[src/rtl/hff_pkg.sv]
// ----------------------------------------------------------------------------
// hff_pkg
// Shared types and constants of the hydraulic friction coefficient block.
// ----------------------------------------------------------------------------
package hff_pkg;

  localparam int MAX_ITER_DEF  = 50;
  localparam int FRAC_BITS_DEF = 32;

  // Roughness laws carried in the input tuser
  localparam logic [1:0] ACT_COLEBROOK = 2'd0;
  localparam logic [1:0] ACT_NIKURADSE = 2'd1;
  localparam logic [1:0] ACT_MANNING   = 2'd2;
  localparam logic [1:0] ACT_CHEZY     = 2'd3;

  // Result status carried in the output tuser
  localparam logic [1:0] ST_OK       = 2'd0;
  localparam logic [1:0] ST_FALLBACK = 2'd1;
  localparam logic [1:0] ST_INVALID  = 2'd2;

  // Configuration register indexes
  localparam logic [1:0] REG_VON_KARMAN = 2'd0;
  localparam logic [1:0] REG_VISCOSITY  = 2'd1;
  localparam logic [1:0] REG_GRAVITY    = 2'd2;

  localparam logic [47:0] VON_KARMAN_RST = 48'd1760936591;
  localparam logic [47:0] VISCOSITY_RST  = 48'd4295;
  localparam logic [47:0] GRAVITY_RST    = 48'd42133629174;

  typedef struct packed {
    logic        start;
    logic [63:0] a;
    logic [63:0] b;
  } mul_req_t;

  typedef struct packed {
    logic         done;
    logic [127:0] p;
  } mul_rsp_t;

  typedef struct packed {
    logic         start;
    logic [127:0] num;
    logic [127:0] den;
    logic [6:0]   shift;
  } div_req_t;

  typedef struct packed {
    logic        done;
    logic        sat;
    logic [63:0] q;
  } div_rsp_t;

endpackage

[src/rtl/hff_mul.sv]
// ----------------------------------------------------------------------------
// hff_mul
// Shared 64 x 64 multiplier built from four 32 x 32 partial products.
// ----------------------------------------------------------------------------
module hff_mul (
  input  logic              clk,
  input  logic              rst_n,
  input  hff_pkg::mul_req_t req,
  output hff_pkg::mul_rsp_t rsp
);
  import hff_pkg::*;

  logic [63:0]  a_r, b_r;
  logic [127:0] acc_r;
  logic [63:0]  prod_r;
  logic [2:0]   step_r;
  logic         busy_r, done_r;
  logic [1:0]   prev;
  logic [1:0]   sh_units;
  logic [31:0]  op_a, op_b;

  assign op_a     = step_r[1] ? a_r[63:32] : a_r[31:0];
  assign op_b     = step_r[0] ? b_r[63:32] : b_r[31:0];
  assign prev     = step_r[1:0] - 2'd1;
  assign sh_units = {1'b0, prev[1]} + {1'b0, prev[0]};

  always_ff @(posedge clk) begin
    if (!rst_n) begin
      busy_r <= 1'b0;
      done_r <= 1'b0;
      step_r <= '0;
    end else begin
      done_r <= 1'b0;
      if (req.start) begin
        busy_r <= 1'b1;
        step_r <= '0;
      end else if (busy_r) begin
        step_r <= step_r + 3'd1;
        if (step_r == 3'd4) begin
          busy_r <= 1'b0;
          done_r <= 1'b1;
        end
      end
    end
  end

  always_ff @(posedge clk) begin
    if (req.start) begin
      a_r   <= req.a;
      b_r   <= req.b;
      acc_r <= '0;
    end else if (busy_r) begin
      if (step_r != 3'd4) begin
        prod_r <= op_a * op_b;
      end
      if (step_r != 3'd0) begin
        acc_r <= acc_r + ({64'b0, prod_r} << {sh_units, 5'b0});
      end
    end
  end

  assign rsp.done = done_r;
  assign rsp.p    = acc_r;

endmodule

[config.mk]
export PLATFORM = sky130hd
export DESIGN_NAME = hff_mul
export DESIGN_NICKNAME = d
export VERILOG_FILES = /design/src/rtl/hff_pkg.sv /design/src/rtl/hff_mul.sv
export SDC_FILE = /design/constraint.sdc
export NUM_CORES = 2
export LEC_CHECK = 0
export ABC_AREA = 1
export BUFFER_PORTS_ARGS = -buffer_cell sky130_fd_sc_hd__buf_2
export CAP_MARGIN = 10
export CORE_AREA = 5 5 439 441
export CTS_CLUSTER_SIZE = 14
export DETAILED_ROUTE_END_ITERATION = 8
export DIE_AREA = 0 0 444 446
export SLEW_MARGIN = 10
export SYNTH_ARGS = -nofsm -noshare
export SYNTH_HDL_FRONTEND = slang
export SYNTH_SLANG_ARGS = --single-unit
export TNS_END_PERCENT = 30
[constraint.sdc]
create_clock -name clk -period 21.5 [get_ports clk]
set_input_delay 1.075 -clock clk [delete_from_list [all_inputs] [get_ports clk]]
set_output_delay 1.075 -clock clk [all_outputs]
set_load 0.1 [all_outputs]
==> flow_summary.json <==
{
  "cp-start-kind": "register",
  "cp_top_family": "adder cells",
  "ctsHoldBuffers": 0,
  "cts.clk_slew.worst_paths_ps": 70,
  "synth.distinct_cells": 46,
  "worst-path-stages": 26,
  "crit_required_ps": 21890,
  "rsz0062_at_grt": "no",
  "ios": 260,
  "route.detailed.drc": 0,
  "maxCapViolations": 0,
  "ys_warn_count": 0,
  "netlist_area_um2": 59700,
  "finalWeightedCongestion": 1.01,
  "synth-seq-cells": 325,
  "finalSetupViolations": 0,
  "insertion_delay_ps": 670,
  "period_minus_slack_ps": 9100,
  "status": "finished clean",
  "cts_sinks": 325,
  "ant_nets": 0,
  "drive_above_1_share_pct": 8.47,
  "crit_path_end_kind": "register",
  "grt_pass1_vias": 56200,
  "worstMarginPinSlew_ps": 1310,
  "slew_violations": 0,
  "cts_root_buf": "clkbuf_16",
  "slowest_stage": "clkinv_1",
  "cts_made_buffers": 42,
  "grt_pass1_wl_um": 378000,
  "worstPathArrival_ps": 9490,
  "vias": 54400,
  "cp_common_cell": "fa_1",
  "io_buffer_count": 259,
  "syn_nets": 9846,
  "slowest_delay_ps": 850,
  "rows": 160,
  "syn_area_per_cell_um2": 7.09,
  "cts_tree": "done",
  "core_area_um2": 189000,
  "hold_viol_final": 0,
  "htree_num_levels": 2,
  "tns_ps": 0,
  "start_util_pct": 31.6,
  "drt_iter0_drc": 4890,
  "grt_max_degree": 89,
  "crit_type": "register to register",
  "nets": 10000,
  "crit_fanout": 36,
  "grt_overflow_total": 0,
  "wl_per_cell_um": 23.5,
  "hold_path_depth": 2,
  "slew_headroom_pct": 10.0,
  "die_w_um": 444,
  "n_fill_cell": 20400,
  "clockBufferDepth": 3,
  "via_per_inst": 4.89,
  "cts_setup_buffers": 0,
  "wirelength_um": 262000,
  "grt_use_total_pct": 26.1,
  "synthCells": 8425,
  "worstHoldPathType": "register to register",
  "async_flop_share_pct": 0,
  "finClkSkew_ps": 63.5,
  "rr_worst_depth": 26,
  "ys.flop_type": "edfxtp_1",
  "fp.dieH_um": 446,
  "path_buf_inv": 6,
  "fin_area_um2": 65400,
  "fmax_ghz": 0.110,
  "cts_resized": 0,
  "place_hpwl_um": 218000,
  "synth_edf_count": 192,
  "ys_seq_area_share_pct": 14.1,
  "period_share_pct": 42.3,
  "placed_area_um2": 64000,
  "syn_to_final_growth_pct": 9.54,
  "antenna_found_initial": 4,
  "die_area_um2": 198000,
  "drtPass1Iterations": 6
}
[cell usage in the layout (no fill, tap or decap), types with 6 or more instances in the layout]
master and instances:
ha_1 392, o211ai_1 14, nand3_1 188, buf_2 258
edfxtp_1 192, inv_2 50, xor2_1 90, clkbuf_16 43
nor3_2 9, nor3_1 36, or2_2 59, clkinv_1 17
nor2_2 53, mux2i_1 31, clkbuf_8 6, nand3_2 20
a31oi_1 19, buf_4 79, nor2_4 8, a21oi_1 203
o21bai_1 17, nand2_2 49, o21ai_0 126, xnor2_1 23
nand2_1 2184, o21ai_4 17, a21o_1 12, inv_1 1970
nand4_1 20, o21ai_2 46, o21ai_1 10, dfxtp_1 131
fa_1 897, nor2_1 1278
[Yosys cell counts, drive strengths merged (19+ instances only)]
cell type  count  share of area (%)
clkbuf        93               0.58
nor2        1339                8.7
buf          135                1.2
xnor2         23               0.34
mux2i         31               0.52
inv         2020                 13
ha           393                8.2
dfxtp        133                4.5
nand2       2234                 14
fa           897                 30
nand3        208                1.9
or2           64               0.67
a31oi         19               0.20
nand4         20               0.21
nor3          45               0.45
edfxtp       192                9.7
xor2          90                1.3
a21oi        206                1.7
o21ai        199                1.9
[stage by stage]
| stage | hold WS, ps | worst slack [ps] | utilization [%] | cells |
|---|---|---|---|---|
| 6_report | 504 | 12400 | 34.7 | 11100 |
| 5_1_grt | 554 | 12080 | 34.7 | 11100 |
| 3_3_place_gp | 504 | 12300 | 33.9 | 11000 |
| 4_1_cts | 516 | 12450 | 34.7 | 11100 |
| 3_5_place_dp | 506 | 12450 | 33.9 | 11000 |
| 2_1_floorplan | 456 | 14320 | - | 8425 |
[worst paths after layout]
check	to	from	slack (ps)
worst max register to register	prod_r[48]$_DFFE_PP_	step_r[0]$_SDFFE_PP0P_	12400
worst min register to register	done_r$_SDFF_PP0_	step_r[2]$_SDFFE_PP0P_	500
worst min-delay path	done_r$_SDFF_PP0_	step_r[2]$_SDFFE_PP0P_	500
worst max-delay path	prod_r[48]$_DFFE_PP_	step_r[0]$_SDFFE_PP0P_	12400
[registers in the layout, summed over array words and instances, names as in the netlist]
signal / flops
acc_r: 128
a_r: 64
done_r: 1
step_r: 3
busy_r: 1
prod_r: 64
b_r: 64
[routing by layer]
metal | GRT usage (%) | part of all wire [%] | vias up
met3 | 4.27 | 7.8 | 640
li1 | - | - | 25000
met5 | 0 | 0.020 | -
met1 | 32.0 | 39 | 26200
met2 | 43.8 | 47 | 2528
met4 | 14.3 | 6.8 | 8
[cells by family after synthesis]
group / Yosys count / synth area share [%]
compound gates: 481 / 4.53
simple gates: 3923 / 26.4
buf+inv: 2262 / 14.5
flops: 325 / 14.1
xor+xnor: 113 / 1.66
mux: 31 / 0.519
fa+ha+maj: 1290 / 38.3
[final cells by class]
type | count | area (um^2) | share of cell area, %
multi-input cells | 5838 | 42900 | 65.6
flip-flops and latches | 325 | 8430 | 12.9
inverters | 2034 | 7630 | 11.7
well taps | 2511 | 3140 | 4.80
repair buffers | 338 | 1900 | 2.90
clock buffers | 51 | 1170 | 1.78
clock inverters | 23 | 263 | 0.401
diodes | 2 | 5.00 | 0.00765
[worst register-to-register path: cells and delay by family (launching register included)]
family / cells / cell delay (ps)
buffers and inverters: 6 / 1630
adders and majority gates: 9 / 4390
and+or+nand+nor: 6 / 1170
AOI/OAI and AO/OA: 4 / 910
DFF: 1 / 330
xor gates and xnor gates: 1 / 460
Power is left out: the tool's default activity adds up to more than one toggle a clock period on the data nets, which glitch-free logic cannot reach.
