**src/rtl/hff_pkg.sv**
```systemverilog
// ----------------------------------------------------------------------------
// hff_pkg
// Shared types and constants of the hydraulic friction coefficient block.
// ----------------------------------------------------------------------------
package hff_pkg;

  localparam int MAX_ITER_DEF  = 50;
  localparam int FRAC_BITS_DEF = 32;

  // Roughness laws carried in the input tuser
  localparam logic [1:0] ACT_COLEBROOK = 2'd0;
  localparam logic [1:0] ACT_NIKURADSE = 2'd1;
  localparam logic [1:0] ACT_MANNING   = 2'd2;
  localparam logic [1:0] ACT_CHEZY     = 2'd3;

  // Result status carried in the output tuser
  localparam logic [1:0] ST_OK       = 2'd0;
  localparam logic [1:0] ST_FALLBACK = 2'd1;
  localparam logic [1:0] ST_INVALID  = 2'd2;

  // Configuration register indexes
  localparam logic [1:0] REG_VON_KARMAN = 2'd0;
  localparam logic [1:0] REG_VISCOSITY  = 2'd1;
  localparam logic [1:0] REG_GRAVITY    = 2'd2;

  localparam logic [47:0] VON_KARMAN_RST = 48'd1760936591;
  localparam logic [47:0] VISCOSITY_RST  = 48'd4295;
  localparam logic [47:0] GRAVITY_RST    = 48'd42133629174;

  typedef struct packed {
    logic        start;
    logic [63:0] a;
    logic [63:0] b;
  } mul_req_t;

  typedef struct packed {
    logic         done;
    logic [127:0] p;
  } mul_rsp_t;

  typedef struct packed {
    logic         start;
    logic [127:0] num;
    logic [127:0] den;
    logic [6:0]   shift;
  } div_req_t;

  typedef struct packed {
    logic        done;
    logic        sat;
    logic [63:0] q;
  } div_rsp_t;

endpackage

```
**src/rtl/hff_div.sv**
```systemverilog
// ----------------------------------------------------------------------------
// hff_div
// Shared restoring divider, one quotient bit a cycle, saturating to 64 bits.
// ----------------------------------------------------------------------------
module hff_div (
  input  logic              clk,
  input  logic              rst_n,
  input  hff_pkg::div_req_t req,
  output hff_pkg::div_rsp_t rsp
);
  import hff_pkg::*;

  logic [127:0] n_r, d_r, r_r;
  logic [63:0]  q_r;
  logic         sat_r, busy_r, done_r;
  logic [7:0]   cnt_r, last_r;
  logic [127:0] r_sh;
  logic         take;

  assign r_sh = {r_r[126:0], n_r[127]};
  assign take = r_r[127] || (r_sh >= d_r);

  always_ff @(posedge clk) begin
    if (!rst_n) begin
      busy_r <= 1'b0;
      done_r <= 1'b0;
    end else begin
      done_r <= 1'b0;
      if (req.start) begin
        if (req.den == '0) begin
          done_r <= 1'b1;
        end else begin
          busy_r <= 1'b1;
        end
      end else if (busy_r && cnt_r == last_r) begin
        busy_r <= 1'b0;
        done_r <= 1'b1;
      end
    end
  end

  always_ff @(posedge clk) begin
    if (req.start) begin
      n_r    <= req.num;
      d_r    <= req.den;
      r_r    <= '0;
      q_r    <= '0;
      sat_r  <= (req.den == '0);
      cnt_r  <= '0;
      last_r <= 8'd127 + {1'b0, req.shift};
    end else if (busy_r) begin
      n_r   <= {n_r[126:0], 1'b0};
      cnt_r <= cnt_r + 8'd1;
      if (q_r[63]) begin
        sat_r <= 1'b1;
      end
      if (take) begin
        r_r <= r_sh - d_r;
        q_r <= {q_r[62:0], 1'b1};
      end else begin
        r_r <= r_sh;
        q_r <= {q_r[62:0], 1'b0};
      end
    end
  end

  assign rsp.done = done_r;
  assign rsp.sat  = sat_r;
  assign rsp.q    = sat_r ? '1 : q_r;

endmodule

```
**config.mk**
```make
export PLATFORM = sky130hd
export DESIGN_NAME = hff_div
export DESIGN_NICKNAME = d
export VERILOG_FILES = /design/src/rtl/hff_pkg.sv /design/src/rtl/hff_div.sv
export SDC_FILE = /design/constraint.sdc
export NUM_CORES = 1
export LEC_CHECK = 0
export BUFFER_PORTS_ARGS = -buffer_cell sky130_fd_sc_hd__buf_2
export CAP_MARGIN = 20
export CORE_ASPECT_RATIO = 0.5
export CORE_MARGIN = 8
export CORE_UTILIZATION = 59
export DETAILED_ROUTE_END_ITERATION = 10
export HOLD_SLACK_MARGIN = 0.08
export PLACE_DENSITY = 0.79
export SLEW_MARGIN = 10
export SYNTH_ARGS = -nofsm -noshare
export SYNTH_HDL_FRONTEND = slang
export SYNTH_SLANG_ARGS = --single-unit
```
**constraint.sdc**
```tcl
create_clock -name clk -period 5.49 [get_ports clk]
set_input_delay 0.549 -clock clk [delete_from_list [all_inputs] [get_ports clk]]
set_output_delay 0.549 -clock clk [all_outputs]
set_load 0.005 [all_outputs]
```
==> results of run 1 <==
-- path summary, 6_finish.rpt --
path,from,endpoint,slack [ns]
hold / removal,req[53],d_r[46],0.14
hold reg to reg,r_r[2],r_r[2],0.48
setup reg to reg,d_r[0],r_r[114],0.82
setup / recovery,d_r[0],r_r[114],0.82
-- Yosys cell counts, drive strengths merged (18+ instances only) --
| library cell | count | area [sq um] |
|---|---|---|
| nor2 | 334 | 1250 |
| a21oi | 270 | 1360 |
| edfxtp | 265 | 7960 |
| dfxtp | 202 | 4040 |
| nand2 | 201 | 754 |
| o21ai | 188 | 948 |
| inv | 177 | 664 |
| clkbuf | 132 | 495 |
| ha | 130 | 1630 |
| mux2 | 127 | 1430 |
| mux2i | 79 | 791 |
| xnor2 | 75 | 657 |
| or2 | 72 | 450 |
| nand4 | 71 | 444 |
| a211oi | 64 | 490 |
| xor2 | 61 | 534 |
| a21o | 46 | 345 |
| nor4 | 42 | 263 |
| o21bai | 37 | 282 |
| o211ai | 30 | 225 |
| nor3 | 29 | 145 |
| buf | 24 | 116 |
| nor2b | 20 | 125 |
| nand2b | 18 | 120 |
-- state kept, by name (all words and copies together) (netlist names) --
name,cells
busy_r,1
cnt_r,8
d_r,128
done_r,1
last_r,8
n_r,128
q_r,64
r_r,128
sat_r,1
-- report_power, final --
group | internal [mW] | total, mW | switching (mW)
registers | 3.97 | 4.09 | 0.115
logic | 0.671 | 1.69 | 1.02
clock network | 1.75 | 3.17 | 1.41
total | 6.40 | 8.95 | 2.55
-- metal layers --
metal | wire [um] | vias to the layer above | global-route usage (%)
li1 | - | 10800 | -
met1 | 31600 | 10700 | 34.0
met2 | 35000 | 821 | 45.1
met3 | 5520 | 187 | 5.94
met4 | 3070 | 12 | 10.7
met5 | 71 | - | 0
-- layout make-up --
type / count / area [sq um] / area share [%]
Antenna cell: 6 / 15.0 / 0.0493
Timing Repair Buffer: 347 / 1820 / 5.99
Sequential cell: 467 / 12000 / 39.4
Tap cell: 598 / 748 / 2.46
Clock buffer: 61 / 1250 / 4.10
Inverter: 177 / 667 / 2.19
Multi-Input combinational cell: 2073 / 13700 / 45.1
Clock inverter: 19 / 206 / 0.678
-- per-stage QoR --
| step | util [%] | hold WS, ns | cell area, sq um |
|---|---|---|---|
| after CTS | 67.4 | 0.115 | 30400 |
| after global placement | 64.1 | 0.465 | 29000 |
| final | 67.4 | 0.138 | 30400 |
| after global routing | 67.4 | 0.125 | 30400 |
| after floorplan | - | 0.451 | 27000 |
| after detailed placement | 64.1 | 0.478 | 29000 |
-- logic make-up after synthesis --
| group | after synthesis | share of synthesized area [%] |
|---|---|---|
| AND/OR/NAND/NOR | 842 | 14.5 |
| AO/OA/AOI/OAI | 758 | 17.5 |
| flip-flops | 467 | 44.5 |
| buffers and inverters | 333 | 4.73 |
| multiplexers | 206 | 8.23 |
| XOR/XNOR | 136 | 4.41 |
| adder cells (fa/ha/maj) | 131 | 6.10 |
-- worst max-delay path, stage by stage (launching register included) --
cell	delay, ns
edfxtp_1	0.39
ha_1	0.23
fa_1	0.41
nand2b_1	0.19
a21o_1	0.20
a311oi_2	0.40
o21ai_0	0.21
a21oi_1	0.32
or2_2	0.24
a31oi_1	0.24
o31ai_1	0.90
a21boi_0	0.31
xor2_1	0.22
o211ai_1	0.17
o211a_1	0.16
==> flow_metrics.tcl, run 1 <==
set metrics [dict create \
    floorplan.die_area_sq_mm 0.0533 \
    slew_viol_final 0 \
    critPathRequiredTime_ns 6.01 \
    postSynthAreaPerCell_sq_um 9.39 \
    cts-htree-levels 2 \
    routedWlPerCell_um 20.1 \
    root_buffer "clkbuf_16" \
    vdd_drop_max_mv 0.233 \
    slew_headroom_pct 30.6 \
    fin_crit_ns 4.67 \
    hold_class "input pin to register" \
    ys_warn_count 0 \
    cp_max_fo 5 \
    vias 22500 \
    cts_hold_buf 0 \
    ant_nets 0 \
    drt-pass1-iter-count 6 \
    drive_above_1_share_pct 20.1 \
    grt_pass1_vias 22300 \
    tns_ns 0 \
    synth_edf_count 265 \
    critical_path_class "register to register" \
    worst_slack_ns 0.824 \
    async_flop_share_pct 0 \
    cts_buffers 43 \
    synth-seq-area-share_pct 44.5 \
    grtUsageTotal_pct 27.0 \
    ys.flop_type "edfxtp_1" \
    die_x_um 318 \
    viasPerCell 6.01 \
    dpl.cell_count 3661 \
    status "finished, final reports clean" \
    port_buffers 331 \
    cellLeakagePower_nw 12.6 \
    ctsLongestPathBuffers 3 \
    design.core.area_sq_mm 0.0451 \
    synth_cell_types 80 \
    fin_nets 3506 \
    die_height_um 167 \
    clock_sinks 467 \
    fmax_ghz 0.214 \
    cts_setup_buffers 0 \
    period_share_pct 85.0 \
    area_growth_pct 12.8 \
    nFillCells 3640 \
    skew_ns 0.0343 \
    ys_ff_latch 467 \
    ff2ff_path_depth 14 \
    dp_hpwl_mm 55.8 \
    place_congestion 0.991 \
    grt_pass1_wl_mm 118 \
    syn_area_sq_mm 0.0270 \
    rsz0062_at_grt "false" \
    final_common_cell "nor2_1" \
    worstPathArrival_ns 5.19 \
    pre_cts_ws_ns 1.03 \
    mostFrequentLayoutCells "nor2_1, buf_2, a21oi_1, edfxtp_1" \
    overflow 0 \
    clk_pin_slew_worst_paths_ns 0.07 \
    power_mw 8.95 \
    final_cells 3748 \
    initial_core_util_pct 59.8 \
    antenna_found_initial 12 \
    worstSetupStartpointType "register" \
    cp-end-kind "register" \
    row_count 55 \
    finalSetupViolCount 0 \
    worst_pin_slew_ns 1.03 \
    clk_latency_ns 0.61 \
    synthesis.nets 3270 \
    cts_resized 0 \
    power_density_mw_per_mm2 294 \
    drc 0 \
    maxCapViolations 0 \
    drt_iter0_drc 1956 \
    wirelength_mm 75.2 \
    final_hold_viol_count 0 \
    syn_inst 2873 \
    num_io_pins 332 \
    grt_max_degree 187 \
    tritoncts "built" \
    whs_path_depth 1 \
]
No activity file was read; power rests on OpenSTA's default activity.
==> inputs of run 2 (changes only) <==
- clock period: 5.49 -> 4.74 ns (I/O delays scaled with it)
==> run 2 against run 1 <==
Net effect: count of clock-buffer cells in the layout decreased by 11; via count increased by 1.9%; utilization increased by 2.1 points; global-route usage increased by 0.44 points; critical path depth increased by 2; flip-flop and latch count unchanged; first-iteration DRC count increased by 12%; sequential share of layout area decreased by 1.2 points; setup slack got worse by 0.51 ns; critical endpoint is now r_r[127]; highest routed layer unchanged.
==> flow_metrics.tcl, run 2 (synthesis results as in run 1) <==
set metrics [dict create \
    status "finished, final reports clean" \
    finalSetupViolCount 0 \
    floorplan.die_area_sq_mm 0.0533 \
    worst_pin_slew_ns 1.09 \
    num_io_pins 332 \
    place_congestion 1.00 \
    p_switching_mw 2.99 \
    vias 23000 \
    viasPerCell 5.97 \
    intPower_mw 7.45 \
    final_cells 3845 \
    slew_headroom_pct 27.0 \
    power_mw 10.4 \
    vdd_drop_max_mv 0.291 \
    worstPathArrival_ns 4.89 \
    area_growth_pct 16.3 \
    tritoncts "built" \
    grt_max_degree 156 \
    power_density_mw_per_mm2 332 \
    design.core.area_sq_mm 0.0451 \
    critPathRequiredTime_ns 5.20 \
    period_share_pct 93.5 \
    drt-pass1-iter-count 6 \
    port_buffers 331 \
    antenna_found_initial 8 \
    cts_buffers 43 \
    drt_iter0_drc 2187 \
    row_count 55 \
    ant_nets 0 \
    cp-end-kind "register" \
    overflow 0 \
    skew_ns 0.0224 \
    final_common_cell "nor2_1" \
    clk_pin_slew_worst_paths_ns 0.07 \
    cts_resized 0 \
    grtUsageMet1_pct 34.6 \
    drive_above_1_share_pct 20.0 \
    maxCapViolations 0 \
    rsz0062_at_grt "false" \
    tns_ns 0 \
    routedWlPerCell_um 20.0 \
    die_height_um 167 \
    seqPwrFrac_pct 45.3 \
    clkPwrFrac_pct 35.2 \
    clock_sinks 467 \
    ctsLongestPathBuffers 3 \
    critical_path_class "register to register" \
    mostFrequentLayoutCells "nor2_1, buf_2, a21oi_1, edfxtp_1" \
    fmax_ghz 0.226 \
    cts-htree-levels 2 \
    initial_core_util_pct 59.8 \
    nFillCells 3473 \
    combPwrFrac_pct 19.5 \
    grtUsageTotal_pct 27.4 \
    seq_area_sq_mm 0.0120 \
    swShare_pct 28.6 \
    holdWs_ns 0.0949 \
    root_buffer "clkbuf_16" \
    cellLeakagePower_nw 13.0 \
    final_util_pct 69.6 \
    grt_busiest_layer "met2" \
    fin_crit_ns 4.43 \
    grtUsageMet2_pct 46.9 \
    wirelength_mm 77.0 \
    die_x_um 318 \
    cp_max_fo 6 \
    reg_top3 "d_r: 128 flops, n_r: 128 flops, r_r: 128 flops" \
    clk_latency_ns 0.60 \
    multi_input_area_sq_mm 0.0137 \
    drc 0 \
    hold_class "input pin to register" \
    worstSetupStartpointType "register" \
    dp_hpwl_mm 55.9 \
    final_hold_viol_count 0 \
    fin_nets 3605 \
    dpl.cell_count 3669 \
    grt_pass1_vias 22200 \
    slew_viol_final 0 \
    grt_pass1_wl_mm 120 \
    grt_use_met3_pct 5.59 \
]
-- run 2: stage by stage --
step	setup slack (ns)	instance area (sq um)
after floorplan	0.807	27000
after global placement	0.466	29000
after detailed placement	0.417	29000
after CTS	0.389	31400
after global routing	0.0936	31400
final	0.310	31400
-- run 2: final timing paths --
path,to,start,slack [ns],cells after the start
worst min-delay path,d_r[77],req[84],0.09,1
worst min register to register,r_r[77],r_r[77],0.48,2
worst max register to register,r_r[127],d_r[14],0.31,16
worst max-delay path,r_r[127],d_r[14],0.31,16
-- run 2: critical path: stages, from the launching register on --
cell and delay, ns:
edfxtp_1 0.32, inv_1 0.05, ha_1 0.36, nand2_1 0.13
o21ai_0 0.18, nand3_1 0.12, o311ai_0 0.50, nor3_1 0.13
buf_4 0.19, o21ai_0 0.60, a31o_2 0.34, a21oi_2 0.12
o21ai_2 0.32, a211oi_2 0.18, o41ai_1 0.51, xnor2_1 0.17
o21ai_0 0.08
-- run 2: cell type report --
class / instances / share of cell area, %
multi-input cells: 2073 / 43.7
flip-flops and latches: 467 / 38.2
diodes: 5 / 0.0398
inverters: 177 / 2.12
clock buffers: 50 / 3.61
repair buffers: 446 / 8.91
well taps: 598 / 2.38
clock inverters: 29 / 1.00
-- run 2: what timing repair did --
action                    4_1_cts  5_1_grt
setup buffers                   0        0
hold buffers                   89        3
hold endpoints to repair       89        3
-- run 2: power by group through the flow --
stage	clock (mW)	combinational (mW)	sequential (mW)
finish	3.67	2.04	4.73
floorplan	0	1.37	4.77
global route	3.88	2.22	4.76
detailed placement	0	1.93	4.81
CTS	3.72	2.00	4.73
global placement	0	1.91	4.80
-- run 2: metal layers --
| metal | part of all wire (%) | routed length (um) | vias to the layer above |
|---|---|---|---|
| met5 | 0.069 | 53 | - |
| met4 | 3.6 | 2790 | 10 |
| met3 | 7.5 | 5780 | 172 |
| met1 | 41 | 31900 | 10900 |
| li1 | - | - | 11000 |
| met2 | 47 | 36500 | 847 |
